$ cat src/sv/stftn_pkg.sv
// Shared widths, parameter defaults and the fixed-point sine/cosine used
// to build the window and twiddle tables. No dependencies.
package stftn_pkg;

  localparam int FRAME_SIZE_DEF    = 256;
  localparam int REPORTED_BINS_DEF = 64;
  localparam int SAMPLE_BITS_DEF   = 16;

  localparam int WORK_W  = 32;
  localparam int MAG_W   = 32;
  localparam int SQ_W    = 64;
  localparam int NUM_W   = MAG_W + 8;
  localparam int FRAME_W = 16;
  localparam int BIN_W   = 6;
  localparam int LEVEL_W = 8;

  localparam logic [63:0] Q30_ONE = 64'd1073741824;
  localparam logic [63:0] SC1     = 64'd1686629713;
  localparam logic [63:0] SC3     = 64'd693598668;
  localparam logic [63:0] SC5     = 64'd85569306;
  localparam logic [63:0] SC7     = 64'd5026996;
  localparam logic [63:0] SC9     = 64'd172268;

  function automatic logic [15:0] sin_quarter(logic [63:0] t);
    logic [63:0] t2;
    logic [63:0] p;
    logic [63:0] r;
    t2 = (t * t) >> 30;
    p  = SC9;
    p  = SC7 - ((t2 * p) >> 30);
    p  = SC5 - ((t2 * p) >> 30);
    p  = SC3 - ((t2 * p) >> 30);
    p  = SC1 - ((t2 * p) >> 30);
    r  = (((t * p) >> 30) + 64'd16384) >> 15;
    if (r > 64'd32767) r = 64'd32767;
    return r[15:0];
  endfunction

  function automatic logic signed [15:0] cos_turn(logic [31:0] ph);
    logic [63:0] r;
    logic signed [15:0] v;
    r = {34'd0, ph[29:0]};
    unique case (ph[31:30])
      2'd0: v = $signed(sin_quarter(Q30_ONE - r));
      2'd1: v = -$signed(sin_quarter(r));
      2'd2: v = -$signed(sin_quarter(Q30_ONE - r));
      default: v = $signed(sin_quarter(r));
    endcase
    return v;
  endfunction

  function automatic logic signed [15:0] sin_turn(logic [31:0] ph);
    logic [63:0] r;
    logic signed [15:0] v;
    r = {34'd0, ph[29:0]};
    unique case (ph[31:30])
      2'd0: v = $signed(sin_quarter(r));
      2'd1: v = $signed(sin_quarter(Q30_ONE - r));
      2'd2: v = -$signed(sin_quarter(r));
      default: v = -$signed(sin_quarter(Q30_ONE - r));
    endcase
    return v;
  endfunction

endpackage

$ cat src/sv/stftn_isqrt.sv
// Bit-pair iterative integer square root, one step per cycle.
// Depends on stftn_pkg for the radicand and root widths.
module stftn_isqrt (
  input  logic                       clk,
  input  logic                       rst,
  input  logic                       start,
  input  logic [stftn_pkg::SQ_W-1:0]  radicand,
  output logic                       done,
  output logic [stftn_pkg::MAG_W-1:0] root
);
  import stftn_pkg::*;

  logic            busy;
  logic [SQ_W-1:0] v;
  logic [SQ_W-1:0] res;
  logic [SQ_W-1:0] bitp;
  logic [SQ_W-1:0] trial;

  assign trial = res + bitp;
  assign root  = res[MAG_W-1:0];

  always_ff @(posedge clk) begin
    if (rst) begin
      busy <= 1'b0;
      done <= 1'b0;
    end else begin
      done <= 1'b0;
      if (start) begin
        busy <= 1'b1;
        v    <= radicand;
        res  <= '0;
        bitp <= SQ_W'(1) << (SQ_W - 2);
      end else if (busy) begin
        if (v >= trial) begin
          v   <= v - trial;
          res <= (res >> 1) + bitp;
        end else begin
          res <= res >> 1;
        end
        bitp <= bitp >> 2;
        if (bitp == SQ_W'(1)) begin
          busy <= 1'b0;
          done <= 1'b1;
        end
      end
    end
  end

endmodule

$ cat config.mk
export PLATFORM = sky130hd
export DESIGN_NAME = stftn_isqrt
export DESIGN_NICKNAME = d
export VERILOG_FILES = /design/src/sv/stftn_pkg.sv /design/src/sv/stftn_isqrt.sv
export SDC_FILE = /design/constraint.sdc
export NUM_CORES = 1
export LEC_CHECK = 0
export BUFFER_PORTS_ARGS = -buffer_cell sky130_fd_sc_hd__clkbuf_2
export CORE_ASPECT_RATIO = 0.8
export CORE_MARGIN = 2
export CORE_UTILIZATION = 40
export DETAILED_ROUTE_END_ITERATION = 6
export GPL_TIMING_DRIVEN = 0
export PLACE_DENSITY_LB_ADDON = 0.08
export SLEW_MARGIN = 30
export SYNTH_ARGS = -nofsm -noshare
export SYNTH_HDL_FRONTEND = slang
export SYNTH_SLANG_ARGS = --single-unit
$ cat constraint.sdc
create_clock -name clk -period 24.2 [get_ports clk]
set_input_delay 2.42 -clock clk [delete_from_list [all_inputs] [get_ports clk]]
set_output_delay 2.42 -clock clk [all_outputs]
set_load 0.01 [all_outputs]
==> impl_summary.txt <==
----------------------------------------------------
[Outcome]
  Run status ... finished, final reports clean

[Die]
  Core footprint ... 37000 sq um
  Initial Util ... 0.406
  Die Wd ... 221 um
  Total Die Area ... 39200 sq um
  Die Ht ... 177 um
  IO Pins ... 100
  Num rows ... 63

[Clocking]
  Htree depth ... 4
  Worst-path clk slew ... 0.07 ns
  Library cell used as clock root buffer ... sky130_fd_sc_hd__clkbuf_16
  Gates resized, CTS repair ... 0
  CTS Hold Bufs ... 0
  Setup bufs post-CTS ... 0
  TritonCTS clock tree ... yes
  Clock latency on the worst-skew pair ... 0.46 ns
  Number of CTS-inserted buffers ... 17
  Number of clock sinks ... 162
  Max Root-Sink Buffers ... 2

[Routing]
  TritonRoute pass-1 iters ... 7
  Drc violations ... 0
  Post-DR wirelength/cell ... 21.0 um
  Via count ... 13700
  Vias per inst ... 5.81
  DRT iter0 DRCs ... 1413
  Number of antenna-violating nets in the routed design ... 0
  Total wirelength of the detailed-routed design ... 49600 um

[STA]
  Final Setup Violations ... 0
  Max-Slew Margin vs Limit ... 0.315
  Pins over their slew limit ... 0
  Final critical path time including I/O delays and setup ... 7.87 ns
  Post-route fraction of the period consumed by the critical path ... 0.325
  Unrepaired setup endpoints after global routing ... false
  Actual slew at the worst max-slew pin ... 1.03 ns
  Final Hold Viols ... 0
  Final total negative setup slack ... 0 ns
  Skew final ... 0.0152 ns
  FMAX ... 127 MHz

[Synth]
  Most common cell in the synthesized netlist ... sky130_fd_sc_hd__nand2_1
  Gate Count Post-Synth ... 1735
  Post-synth design cell area ... 15000 sq um
  Biggest area contributors in the synthesized netlist ... sky130_fd_sc_hd__edfxtp_1 32%, sky130_fd_sc_hd__ha_1 11%, sky130_fd_sc_hd__o21ai_0 5.3%, sky130_fd_sc_hd__xnor2_1 5.1%, sky130_fd_sc_hd__xor2_1 4.8%
  Mapped Nets ... 1933
  Avg Inst Size Synth ... 8.67 sq um
  Count of state elements after synthesis ... 162
  Cell variety after synth ... 81
  Sequential fraction of the synthesis area ... 0.322
  Count of synthesis-stage warnings from yosys ... 0
  Synth top area share ... 0.320
  Cell taking the most area after synthesis ... sky130_fd_sc_hd__edfxtp_1
  Most frequent cells after synthesis ... 181 x sky130_fd_sc_hd__nand2_1, 160 x sky130_fd_sc_hd__edfxtp_1, 159 x sky130_fd_sc_hd__o21ai_0
  EDFF count, synth ... 160
  Share of synthesized flip-flops with an asynchronous set or reset ... 0
  Leading register cell type out of synthesis ... sky130_fd_sc_hd__edfxtp_1

[Worst setup path]
  Cell count of the worst reg-to-reg path ... 25
  Critical path class ... reg2reg
  Kind of end point of the critical path ... flop
  Start of the worst register-to-register path ... res[2]
  Last element of the critical path ... v[28]
  Most frequent cell on the critical path ... sky130_fd_sc_hd__a21oi_1
  Crit path required time ... 24.36 ns
  Internal reg-to-reg setup slack ... 16.33 ns
  Worst Setup SP ... res[2]
  Cell with the largest stage delay on the worst path ... sky130_fd_sc_hd__o21ai_0
  Kind of start point of the critical path ... flop
  Worst endpoint data arrival time ... 8.03 ns
  Crit path max fanout ... 19
  Critical R2R Capture ... v[28]
  Delay of the slowest cell on the worst path ... 0.70 ns

[Finish]
  Final nets ... 2060
  Final Non-Filler Cells ... 2362
  P&R area growth vs syn ... 12.7%
  Ant diodes ... 0
  Fraction of layout cells with a size suffix above 1 ... 0.127

[GRT]
  Met3 GRT Util ... 0.0473
  GR peak layer ... met1
  GRT Util Overall ... 0.257
  Number of antenna violations at the first check in global routing ... 1
  M1 GR Usage ... 0.410
  Wire length of the first global-routing pass ... 75400 um
  Number of global-route vias before repair ... 12700
  Largest net degree at the start of global routing ... 23
  Met2 track demand over resource in global routing ... 0.351
  Total congestion overflow ... 0

[Placement]
  Last weighted congestion value of the routability-driven placer ... 0.933
  HPWL after DPL ... 39600 um
  Placed cell count ... 2330
  Input/output buffers ... 99

[Job]
  Max-capacitance violation count ... 0

[Pwr]
  Maximum vdd drop ... 32.3 uV
  Final total power ... 1340 uW
  Power per unit of standard cell area ... 79.0 nW/um^2
  Static leakage ... 0.00650 uW

[Hold path]
  Classification of the worst-slack hold path ... reg2reg

----------------------------------------------------
## logic make-up (layout without fill, tap and decap cells)
kind of cell,count (synthesis),count (layout),synth area share
adder cells (fa/ha/maj),131,131,0.110
XOR/XNOR,169,169,0.0985
flip-flops,162,162,0.322
AO/OA/AOI/OAI,559,559,0.240
AND/OR/NAND/NOR,565,565,0.180
buffers and inverters,140,280,0.0443
multiplexers,9,9,0.00632
## how the worst min path moves through the flow
stage | cells after the start | startpoint | to | slack (ns)
finish | 1 | busy | done | 0.51
global route | 1 | busy | done | 0.53
CTS | 1 | busy | done | 0.51
detailed placement | 1 | busy | done | 0.48
global placement | 1 | busy | done | 0.49
floorplan | 1 | busy | done | 0.46
## flip-flops by register name, indices dropped and copies added (netlist names)
| signal | count |
|---|---|
| bitp | 32 |
| v | 64 |
| done | 1 |
| res | 64 |
| busy | 1 |
## routing by layer
| metal | wire length, um | vias to the layer above | part of all wire |
|---|---|---|---|
| met3 | 4010 | 39 | 0.081 |
| met1 | 25300 | 6526 | 0.51 |
| met2 | 19600 | 496 | 0.40 |
| li1 | - | 6670 | - |
| met4 | 714 | 0 | 0.014 |
| met5 | 0 | - | 0 |
## stage by stage
step                worst slack, ns  hold WS [ns]  utilization  instance area [sq um]
floorplan                     11.65         0.464            -                  15000
global placement               4.42         0.491        0.436                  16100
detailed placement            16.47         0.483        0.442                  16400
CTS                           16.45         0.507        0.458                  17000
global route                  15.97         0.529        0.458                  17000
finish                        16.33         0.507        0.458                  17000
## power by group
| part | internal (uW) | switching, uW |
|---|---|---|
| Clock | 152 | 126 |
| Sequential | 361 | 37.3 |
| Combinational | 254 | 408 |
| Total | 767 | 572 |
## final cells by class
type	count	area (sq um)
inverters	38	143
clock inverters	13	135
fillers	3742	20100
well taps	487	609
plain buffers	102	526
flip-flops and latches	162	4840
clock buffers	19	433
multi-input cells	1433	9540
repair buffers	108	718
## cell usage in the layout (no fill, tap or decap), types with 17 or more instances in the layout
| cell | instances |
|---|---|
| sky130_fd_sc_hd__a211oi_1 | 25 |
| sky130_fd_sc_hd__a21o_1 | 45 |
| sky130_fd_sc_hd__a21oi_1 | 119 |
| sky130_fd_sc_hd__a31o_2 | 17 |
| sky130_fd_sc_hd__a31oi_1 | 65 |
| sky130_fd_sc_hd__buf_4 | 34 |
| sky130_fd_sc_hd__clkbuf_1 | 57 |
| sky130_fd_sc_hd__clkbuf_16 | 17 |
| sky130_fd_sc_hd__clkbuf_2 | 100 |
| sky130_fd_sc_hd__edfxtp_1 | 160 |
| sky130_fd_sc_hd__ha_1 | 130 |
| sky130_fd_sc_hd__inv_1 | 37 |
| sky130_fd_sc_hd__nand2_1 | 181 |
| sky130_fd_sc_hd__nand3_1 | 34 |
| sky130_fd_sc_hd__nand4_1 | 36 |
| sky130_fd_sc_hd__nor2_1 | 146 |
| sky130_fd_sc_hd__nor2b_1 | 53 |
| sky130_fd_sc_hd__nor3_1 | 29 |
| sky130_fd_sc_hd__o21ai_0 | 159 |
| sky130_fd_sc_hd__o21bai_1 | 31 |
| sky130_fd_sc_hd__xnor2_1 | 87 |
| sky130_fd_sc_hd__xor2_1 | 82 |
## critical path: cells and delay by family (launching register included)
family	cells	cell delay, ns
buf+inv	4	0.95
flops	1	0.50
simple gates	6	1.48
fa+ha+maj	2	0.80
xor+xnor	1	0.16
compound gates	12	3.63
No activity file was read; power rests on OpenSTA's default activity.
