File: src/sv/stftn_pkg.sv
// Shared widths, parameter defaults and the fixed-point sine/cosine used
// to build the window and twiddle tables. No dependencies.
package stftn_pkg;

  localparam int FRAME_SIZE_DEF    = 256;
  localparam int REPORTED_BINS_DEF = 64;
  localparam int SAMPLE_BITS_DEF   = 16;

  localparam int WORK_W  = 32;
  localparam int MAG_W   = 32;
  localparam int SQ_W    = 64;
  localparam int NUM_W   = MAG_W + 8;
  localparam int FRAME_W = 16;
  localparam int BIN_W   = 6;
  localparam int LEVEL_W = 8;

  localparam logic [63:0] Q30_ONE = 64'd1073741824;
  localparam logic [63:0] SC1     = 64'd1686629713;
  localparam logic [63:0] SC3     = 64'd693598668;
  localparam logic [63:0] SC5     = 64'd85569306;
  localparam logic [63:0] SC7     = 64'd5026996;
  localparam logic [63:0] SC9     = 64'd172268;

  function automatic logic [15:0] sin_quarter(logic [63:0] t);
    logic [63:0] t2;
    logic [63:0] p;
    logic [63:0] r;
    t2 = (t * t) >> 30;
    p  = SC9;
    p  = SC7 - ((t2 * p) >> 30);
    p  = SC5 - ((t2 * p) >> 30);
    p  = SC3 - ((t2 * p) >> 30);
    p  = SC1 - ((t2 * p) >> 30);
    r  = (((t * p) >> 30) + 64'd16384) >> 15;
    if (r > 64'd32767) r = 64'd32767;
    return r[15:0];
  endfunction

  function automatic logic signed [15:0] cos_turn(logic [31:0] ph);
    logic [63:0] r;
    logic signed [15:0] v;
    r = {34'd0, ph[29:0]};
    unique case (ph[31:30])
      2'd0: v = $signed(sin_quarter(Q30_ONE - r));
      2'd1: v = -$signed(sin_quarter(r));
      2'd2: v = -$signed(sin_quarter(Q30_ONE - r));
      default: v = $signed(sin_quarter(r));
    endcase
    return v;
  endfunction

  function automatic logic signed [15:0] sin_turn(logic [31:0] ph);
    logic [63:0] r;
    logic signed [15:0] v;
    r = {34'd0, ph[29:0]};
    unique case (ph[31:30])
      2'd0: v = $signed(sin_quarter(r));
      2'd1: v = $signed(sin_quarter(Q30_ONE - r));
      2'd2: v = -$signed(sin_quarter(r));
      default: v = -$signed(sin_quarter(Q30_ONE - r));
    endcase
    return v;
  endfunction

endpackage

File: src/sv/stftn_level_div.sv
// Restoring divider for the 8-bit level, one quotient bit per cycle.
// Depends on stftn_pkg for the numerator and divisor widths.
module stftn_level_div (
  input  logic                         clk,
  input  logic                         rst,
  input  logic                         start,
  input  logic [stftn_pkg::NUM_W-1:0]   num,
  input  logic [stftn_pkg::MAG_W-1:0]   den,
  output logic                         done,
  output logic [stftn_pkg::LEVEL_W-1:0] level
);
  import stftn_pkg::*;

  localparam int QW = LEVEL_W + 1;

  logic             busy;
  logic [3:0]       step;
  logic [NUM_W-1:0] rem;
  logic [NUM_W-1:0] den_sh;
  logic [QW-1:0]    quo;

  assign level = quo[QW-1] ? '1 : quo[LEVEL_W-1:0];

  always_ff @(posedge clk) begin
    if (rst) begin
      busy <= 1'b0;
      done <= 1'b0;
      step <= '0;
    end else begin
      done <= 1'b0;
      if (start) begin
        busy   <= 1'b1;
        step   <= '0;
        rem    <= num;
        den_sh <= {den, 8'd0};
        quo    <= '0;
      end else if (busy) begin
        if (rem >= den_sh) begin
          rem <= rem - den_sh;
          quo <= {quo[QW-2:0], 1'b1};
        end else begin
          quo <= {quo[QW-2:0], 1'b0};
        end
        den_sh <= den_sh >> 1;
        step   <= step + 1'b1;
        if (step == 4'(QW - 1)) begin
          busy <= 1'b0;
          done <= 1'b1;
        end
      end
    end
  end

endmodule
File: config.mk
export PLATFORM = sky130hd
export DESIGN_NAME = stftn_level_div
export DESIGN_NICKNAME = d
export VERILOG_FILES = /design/src/sv/stftn_pkg.sv /design/src/sv/stftn_level_div.sv
export SDC_FILE = /design/constraint.sdc
export NUM_CORES = 1
export LEC_CHECK = 0
export BUFFER_PORTS_ARGS = -buffer_cell sky130_fd_sc_hd__buf_4
export CORE_MARGIN = 1
export CORE_UTILIZATION = 50
export CTS_BUF_LIST = sky130_fd_sc_hd__clkbuf_4 sky130_fd_sc_hd__clkbuf_8
export DETAILED_ROUTE_END_ITERATION = 7
export GPL_ROUTABILITY_DRIVEN = 0
export PLACE_DENSITY_LB_ADDON = 0.3
export RECOVER_POWER = 25
export SLEW_MARGIN = 20
export SYNTH_ARGS = -nofsm -noshare
export SYNTH_HDL_FRONTEND = slang
export SYNTH_SLANG_ARGS = --single-unit
export TNS_END_PERCENT = 30
File: constraint.sdc
create_clock -name clk -period 8.2 [get_ports clk]
set_clock_uncertainty 0.05 [all_clocks]
set_input_delay 2.05 -clock clk [delete_from_list [all_inputs] [get_ports clk]]
set_output_delay 2.05 -clock clk [all_outputs]
set_load 0.1 [all_outputs]
==> impl_results.md, run 1 <==
- Crit-path cells: buf_4, clkbuf_1, nor3b_1, mux2_2, a21o_1, nor3_1
- Arrival @ worst endpoint: 5.47 ns
- Setup TNS Final: 0 ns
- Root Driver: clkbuf_8
- Main synth FF type: edfxtp_1
- Vias in the first global route: 5002
- Setup Buffers After CTS: 0
- Peak VDD IR: 0.101 mV
- Clk buf depth: 2
- DPL Wire Length: 10100 um
- Max-Cap Viols: 1
- Die Width: 115 um
- Post-Syn Area: 6360 um^2
- Starting density of the core: 0.521
- Initial antenna violation count: 0
- WS Path Type: in2reg
- GRT Total Usage: 0.225
- Final period util: 0.645
- Max Fclk: 189 MHz
- Area contributors post-synth: edfxtp_1 (42%), ha_1 (8.3%), nand2_1 (6.4%)
- Mapped Cells: between 600 and 700
- Count leader, synth: nand2_1
- Die area: 13200 um^2
- DR vias: 5205
- Wire length per cell: 15.1 um
- Area Overhead vs Synth: 14.3%
- Count of final setup violators: 0
- Via/cell ratio: 5.62
- Core area: 12200 um^2
- Final Net Count: 871
- RR Startpoint: den_sh[0]
- CP peak stage delay: 1.94 ns
- Clock slew at reported path FFs: approximately 0.1 ns
- Mapped Avg Cell Area: 9.20 um^2
- PostCTS Resize Cnt: 0
- RSZ-0062 raised after global routing: false
- Number of flops mapped to enable cells by yosys: 89
- Final min period: 5.29 ns
- Area share of the largest cell type after synthesis: 0.420
- YS warnings: 0
- Fin. Hold Viols: 0
- Design Power: 1350 uW
- Row count: 40
- GR Overflow Total: 0
- LEAKAGE: roughly 0.0030 uW
- Share of layout cells above drive strength 1: 0.164
- Die height: 115 um
- N_diodes: 0
- First-pass GRT wire length: 23100 um
- Pre-Repair DR Iteration Count: 4
- Insertion delay to the later sink of the worst-skew pair: 0.39 ns
- Number of fill cells in the layout: 1097
- Final Max Tran Viols: 72
- Hold crit path type: reg2reg
- Max transition margin: -0.759
- Distinct cells, synth: between 60 and 70
- Largest net degree at the start of global routing: 87
- DRT iter0 DRCs: 345
- PortBufs: 83
- Ports: between 80 and 90
- Worst Min Path Start: step[3]
- Register area share after synthesis: 0.439
- Endpoint class of the critical path: register
- WL final: 14000 um
- Outcome: complete, but fails checks
- Worst-margin pin slew: around 2.6 ns
- Asr flop ratio synth: 0
- Remaining antenna violation count after routing: 0
- Worst path required time: 8.38 ns
- CP max FO: 86
- Final routed DRC violation total: 0
- H-Tree Depth: 3
- Violated checks: max-capacitance violations, max-slew violations
- Clock tree from TritonCTS: done
- Count of state elements after synthesis: 95
- CTS Hold Bufs: 0
- Syn_nets: 809
- Most instantiated cells after synthesis: nand2_1 (108), edfxtp_1 (89), o21ai_0 (72)
- Worst Setup SP: start
- Power per standard cell area: 185 nW/um^2
- Slowest cell on the critical path: clkbuf_1
- Clock Sinks: 95
- Startpoint class of the critical path: input port
- CTS Buf Count: 9
- Yosys top cell by area: edfxtp_1
-- power by group --
part           switching (uW)  total (uW)  internal (uW)  leakage (uW)
combinational             251         419            168       0.00202
sequential               12.2         594            582      0.000900
clock                     183         334            151      0.000108
total                     446        1350            900       0.00303
-- cells in the final DEF, fill, tap and decap left out, types with 2 or more instances in the layout --
| cell type | Yosys | layout |
|---|---|---|
| nand2_1 | 108 | 108 |
| edfxtp_1 | 89 | 89 |
| buf_4 | 0 | 84 |
| o21ai_0 | 72 | 73 |
| inv_1 | 49 | 49 |
| nor2_1 | 45 | 44 |
| ha_1 | 42 | 42 |
| a21oi_1 | 40 | 41 |
| a21o_1 | 20 | 20 |
| xnor2_1 | 17 | 17 |
| xor2_1 | 17 | 17 |
| nand4_1 | 15 | 15 |
| nor3_1 | 12 | 12 |
| nor2b_1 | 10 | 10 |
| clkbuf_8 | 0 | 10 |
| o21bai_1 | 9 | 9 |
| or2_2 | 8 | 8 |
| o21a_1 | 7 | 7 |
| nand2b_1 | 7 | 7 |
| nand3_1 | 7 | 7 |
| o21ai_1 | 7 | 6 |
| dfxtp_1 | 6 | 6 |
| mux2i_1 | 4 | 4 |
| a31oi_1 | 4 | 4 |
| and2_1 | 5 | 4 |
| a211oi_1 | 4 | 4 |
| o31ai_1 | 3 | 3 |
| a21oi_2 | 4 | 3 |
| a311oi_1 | 2 | 3 |
| and3_1 | 3 | 3 |
| o22ai_1 | 3 | 3 |
| o211ai_1 | 2 | 2 |
| o32a_1 | 2 | 2 |
| nor3b_1 | 2 | 2 |
| mux2_2 | 2 | 2 |
| inv_4 | 0 | 2 |
| clkbuf_1 | 22 | 2 |
-- state kept, by name, indices dropped and copies added, names as in the netlist --
name    cells
quo         9
step        4
done        1
den_sh     40
rem        40
busy        1
-- cells by family after synthesis --
kind of cell,Yosys count,synth area share
AOI/OAI and AO/OA,198,0.198
muxes,8,0.0140
DFF,95,0.439
xor gates and xnor gates,34,0.0468
and+or+nand+nor,229,0.164
adders and majority gates,43,0.0858
buffers and inverters,84,0.0523
-- area by class of cell --
| class | instances | area (um^2) | area share |
|---|---|---|---|
| Inverter | 49 | 184 | 0.0253 |
| Timing Repair Buffer | 86 | 638 | 0.0878 |
| Clock inverter | 6 | 65.1 | 0.00895 |
| Multi-Input combinational cell | 512 | 3240 | 0.446 |
| Clock buffer | 10 | 138 | 0.0189 |
| Sequential cell | 95 | 2790 | 0.384 |
| Tap cell | 168 | 210 | 0.0289 |
-- per-layer routing --
layer | part of all wire | up-vias | global-route usage
li1 | - | 2593 | -
met1 | 0.45 | 2414 | 0.282
met2 | 0.47 | 167 | 0.381
met3 | 0.052 | 31 | 0.0459
met4 | 0.024 | 0 | 0.0944
met5 | 0 | - | 0
-- worst max-delay path, delay by kind of cell --
kind | cells | cell delay (ns)
AOI/OAI and AO/OA | 1 | 0.15
buffers and inverters | 2 | 2.49
muxes | 1 | 0.39
and+or+nand+nor | 2 | 0.37
-- final timing paths --
check | to | slack, ns | cells past startpoint
hold reg to reg | done | 0.49 | 2
setup reg to reg | rem[12] | 4.37 | 11
hold / removal | done | 0.49 | 2
setup / recovery | rem[39] | 2.91 | 6
-- stage by stage --
step | utilization | std cells | hold slack, ns | setup slack, ns | cell area, um^2
2_1_floorplan | - | 691 | 0.436 | 0.0729 | 6360
3_3_place_gp | 0.580 | 910 | 0.464 | 3.31 | 7090
3_5_place_dp | 0.580 | 910 | 0.475 | 3.22 | 7090
4_1_cts | 0.597 | 926 | 0.488 | 3.65 | 7290
5_1_grt | 0.595 | 926 | 0.491 | 2.53 | 7270
6_report | 0.595 | 926 | 0.485 | 2.91 | 7270
Power figures use the tool's default switching activity.
==> run 2: changes to the inputs <==
- clock period: 8.2 -> 5.3 ns (I/O delays scaled with it)
==> impl_results.md, run 2 (synthesis gave the netlist of run 1 again) <==
- LEAKAGE: approximately 0.003 uW
- Initial antenna violation count: 0
- Design Power: between 2000 and 2500 uW
- Worst Reg-to-Reg Cells: 11
- N_diodes: 0
- DR vias: 5189
- Die area: 13200 um^2
- Endpoint class of the critical path: register
- Outcome: complete, but fails checks
- R2R setup slack: approximately 1.5 ns
- CTS Buf Count: 9
- DRT iter0 DRCs: 331
- Row count: 40
- Max transition margin: -1.00
- Insertion delay to the later sink of the worst-skew pair: 0.39 ns
- CP max FO: 50
- Clk buf depth: 2
- Die Width: 115 um
- Most common cell after layout, fill and taps aside: nand2_1
- Most frequent cells in the layout: nand2_1 (108), edfxtp_1 (89), buf_4 (83), o21ai_0 (72), inv_1 (49)
- Starting density of the core: 0.521
- PostCTS Resize Cnt: 0
- Slowest cell on the critical path: clkbuf_1
- RSZ-0062 raised after global routing: false
- CP peak stage delay: roughly 2.1 ns
- Kind of cell adding the most delay to the critical path: buffers and inverters
- Area Overhead vs Synth: 14.0%
- First-pass GRT wire length: 23800 um
- Clock tree from TritonCTS: done
- Die height: ~110 um
- Final Net Count: 871
- Biggest regs: den_sh (40), rem (40), quo (9)
- GRT Total Usage: 0.231
- Max-Cap Viols: 2
- Worst hold stages: 2
- Share of layout cells above drive strength 1: 0.166
- Arrival @ worst endpoint: 4.03 ns
- Remaining antenna violation count after routing: 0
- Crit-path cells: buf_4, nor2_1, nor2_4, clkbuf_1
- Count of final setup violators: 0
- CTS Hold Bufs: 0
- Pre-Repair DR Iteration Count: 5
- WS Path Type: in2reg
- Violated checks: max-capacitance violations, max-slew violations
- Final Max Tran Viols: 173
- CP Depth: 4
- Wire length per cell: 15.3 um
- Hold crit path type: reg2reg
- Max Fclk: 242 MHz
- Largest net degree at the start of global routing: 122
- Peak VDD IR: 0.156 mV
- Worst-margin pin slew: 3.00 ns
- Startpoint class of the critical path: input port
- Power per standard cell area: between 200 and 300 nW/um^2
- GR Overflow Total: 0
- Clock slew at reported path FFs: 0.10 ns
- Worst path bufs/invs: 2
- Via/cell ratio: 5.60
- Root Driver: clkbuf_8
- Vias in the first global route: 5140
- Fin. Hold Viols: 0
- Number of fill cells in the layout: approximately 1100
- WL final: 14200 um
- Setup Buffers After CTS: 0
- Clock Sinks: 95
- Core area: 12200 um^2
- Final routed DRC violation total: 0
- Worst path required time: 5.19 ns
- H-Tree Depth: 3
- DPL Wire Length: slightly above 10000 um
- PortBufs: 83
- Ports: 84
- Setup TNS Final: 0 ns
- Final min period: 4.14 ns
- Final period util: 0.780
[run 2: worst paths after layout]
path | from | to
worst min-delay path | step[3] | done
worst min register to register | step[3] | done
worst max register to register | den_sh[0] | rem[18]
worst max-delay path | start | den_sh[17]
[run 2: stage by stage]
| step | hold slack, ns | instance area (um^2) | util | setup slack (ns) | cells |
|---|---|---|---|---|---|
| 3_3_place_gp | 0.464 | 7090 | 0.580 | 1.65 | 910 |
| 3_5_place_dp | 0.464 | 7090 | 0.580 | 1.47 | 910 |
| 4_1_cts | 0.483 | 7260 | 0.595 | 1.44 | 926 |
| 2_1_floorplan | 0.436 | 6370 | - | 0.277 | 691 |
| 6_report | 0.488 | 7250 | 0.594 | 1.16 | 926 |
| 5_1_grt | 0.506 | 7250 | 0.594 | 0.902 | 926 |
[run 2: final cells by class]
cell class                 count  area, um^2  share of cell area
clock buffer                  10         131              0.0181
inverter                      49         184              0.0254
timing repair buffer          86         636              0.0876
clock inverter                 6        46.3             0.00638
sequential                    95        2790               0.385
multi-input combinational    512        3250               0.449
tap                          168         210              0.0290
[run 2: report_power, final]
group	switching, uW	total (uW)	internal [uW]	leakage, uW
Combinational	388	649	260	0.00202
Sequential	19.4	921	902	0.000900
Clock	287	466	179	0.0000863
[run 2: per-layer routing]
metal,wire length (um),GRT usage,part of all wire,up-vias
li1,-,-,-,2584
met1,6500,0.303,0.46,2421
met2,6680,0.379,0.47,164
met3,774,0.0453,0.054,20
met4,250,0.0866,0.018,0
met5,0,0,0,-
[run 2: worst reg2reg max path, stage by stage (launching register included)]
cell and delay [ns]:
edfxtp_1 0.39, ha_1 0.22, fa_1 0.41, nand2b_1 0.19
a21oi_1 0.20, nand2b_1 0.18, a221o_1 0.28, a41oi_1 0.09
o21ai_0 0.21, a21oi_1 0.15, a21boi_4 0.77, buf_4 0.38
==> run 3: changes to the inputs <==
- clock period: 5.3 -> 3.5 ns (I/O delays scaled with it)
==> impl_results.md, run 3 (synthesis gave the netlist of run 1 again) <==
- Outcome: finished, final reports clean
- Kind of cell adding the most delay to the critical path: compound AO/OA/AOI/OAI gates
- Initial antenna violation count: 0
- Max Fclk: 306 MHz
- Max-Cap Viols: 0
- WS Path Type: reg2reg
- Worst path required time: ~3.5 ns
- Startpoint class of the critical path: register
- RR Startpoint: rem[0]
- Placed cells: 913
- LEAKAGE: 0.00305 uW
- WL final: about 14000 um
- H-Tree Depth: 3
- Worst Min Path Start: step[3]
- Most frequent cells in the layout: nand2_1 (108), edfxtp_1 (89), buf_4 (85), o21ai_0 (72), inv_1 (49)
- Insertion delay to the later sink of the worst-skew pair: 0.39 ns
- Clk buf depth: 2
- Biggest regs: den_sh (40), rem (40), quo (9)
- Worst path bufs/invs: 2
- Peak VDD IR: between 0.2 and 0.3 mV
- Die Width: 115 um
- Most common cell after layout, fill and taps aside: nand2_1
- First-pass GRT wire length: 23800 um
- GR Overflow Total: 0
- Pre-Repair DR Iteration Count: 5
- Final Max Tran Viols: 0
- Die area: between 10000 and 15000 um^2
- Worst reg2reg endpoint: rem[14]
- Final min period: ~3.3 ns
- DRT iter0 DRCs: 357
- GRT Total Usage: 0.232
- Via/cell ratio: 5.54
- Setup Buffers After CTS: 0
- Ports: 84
- Clock tree from TritonCTS: done
- Clock Sinks: 95
- Setup TNS Final: 0 ns
- R2R setup slack: 0.24 ns
- Crit-path cells: inv_1, ha_1, fa_1, nand2b_1, a21oi_1, nand2b_1, a221o_1, a41oi_1, o21ai_0, a21oi_1, a21boi_4, buf_4
- RSZ-0062 raised after global routing: false
- Worst Reg-to-Reg Cells: 12
- Core area: 12200 um^2
- CTS Buf Count: 9
- PortBufs: 83
- Endpoint class of the critical path: register
- Count of final setup violators: 0
- CP max FO: 28
- Arrival @ worst endpoint: roughly 3.3 ns
- PostCTS Resize Cnt: 0
- Design Power: about 3200 uW
- Share of layout cells above drive strength 1: 0.170
- Max transition margin: 0.135
- Power per standard cell area: approximately 430 nW/um^2
- Area Overhead vs Synth: 14.8%
- Root Driver: clkbuf_8
- Worst hold stages: 2
- Final routed DRC violation total: 0
- Largest net degree at the start of global routing: 86
- Wire length per cell: between 15 and 20 um
- Worst-margin pin slew: 1.30 ns
- N_diodes: 0
- Final worst slack: 0.237 ns
- CP peak stage delay: approximately 0.41 ns
- Final Net Count: 874
- Hold crit path type: reg2reg
- Die height: 115 um
- Row count: 40
- Post-Layout Cell Count: 929
- DR vias: 5148
- Number of fill cells in the layout: 1114
- Fin. Hold Viols: 0
- Remaining antenna violation count after routing: 0
- Slowest cell on the critical path: fa_1
- CTS Hold Bufs: 0
- Clock slew at reported path FFs: about 0.10 ns
- Worst min-delay path endpoint: done
- Final period util: 0.932
- Vias in the first global route: 5142
- DP Worst Slack: 0.317 ns
- DPL Wire Length: 10500 um
- Starting density of the core: 0.521
run 3: cell types whose count changed in the layout (fill, tap and decap cells not counted), sizes merged:
| cell | change |
|---|---|
| buf | +2 |
| bufinv | +1 |
| inv | -1 |
| clkbuf | +3 |
| clkinvlp | -2 |
run 3: cell type report:
type / count / area [um^2] / share of cell area
clock buffer: 12 / 159 / 0.0218
inverter: 49 / 184 / 0.0252
tap: 168 / 210 / 0.0288
clock inverter: 4 / 45.0 / 0.00617
multi-input combinational: 512 / 3250 / 0.446
sequential: 95 / 2790 / 0.383
timing repair buffer: 89 / 656 / 0.0898
run 3: metrics by stage:
stage,utilization,instance area (um^2),hold WS [ns]
floorplan,-,6380,0.436
detailed placement,0.582,7110,0.476
CTS,0.599,7310,0.488
global route,0.598,7300,0.518
finish,0.598,7300,0.492
global placement,0.582,7110,0.462
run 3: per-layer routing:
layer  global-route usage  vias up  share of wire
met2                0.395      155           0.48
met5                    0        -              0
met4                0.108        0          0.025
met1                0.290     2372           0.44
met3               0.0369       25          0.050
li1                     -     2596              -
run 3: worst register-to-register path, cell delays in order (launching register included):
cell and delay, ns:
edfxtp_1 0.36, inv_1 0.05, ha_1 0.22, fa_1 0.41, nand2b_1 0.18, a21oi_1 0.22, nand2b_1 0.18, a221o_1 0.27
a41oi_1 0.09, o21ai_0 0.17, a21oi_1 0.15, a21boi_4 0.18, buf_4 0.39
run 3: worst max-delay path by stage:
stage | startpoint | end | slack (ns) | cells past startpoint
floorplan | start | rem[0] | 0.15 | 4
global placement | den_sh[0] | rem[11] | 0.49 | 11
detailed placement | rem[0] | rem[14] | 0.32 | 12
CTS | rem[0] | rem[27] | 0.27 | 12
global route | rem[0] | rem[27] | 0.003 | 12
finish | rem[0] | rem[14] | 0.24 | 12
run 3: report_power, final:
group	switching (uW)	internal (uW)	total, uW
combinational	599	396	995
sequential	28.7	1360	1390
clock	407	374	781
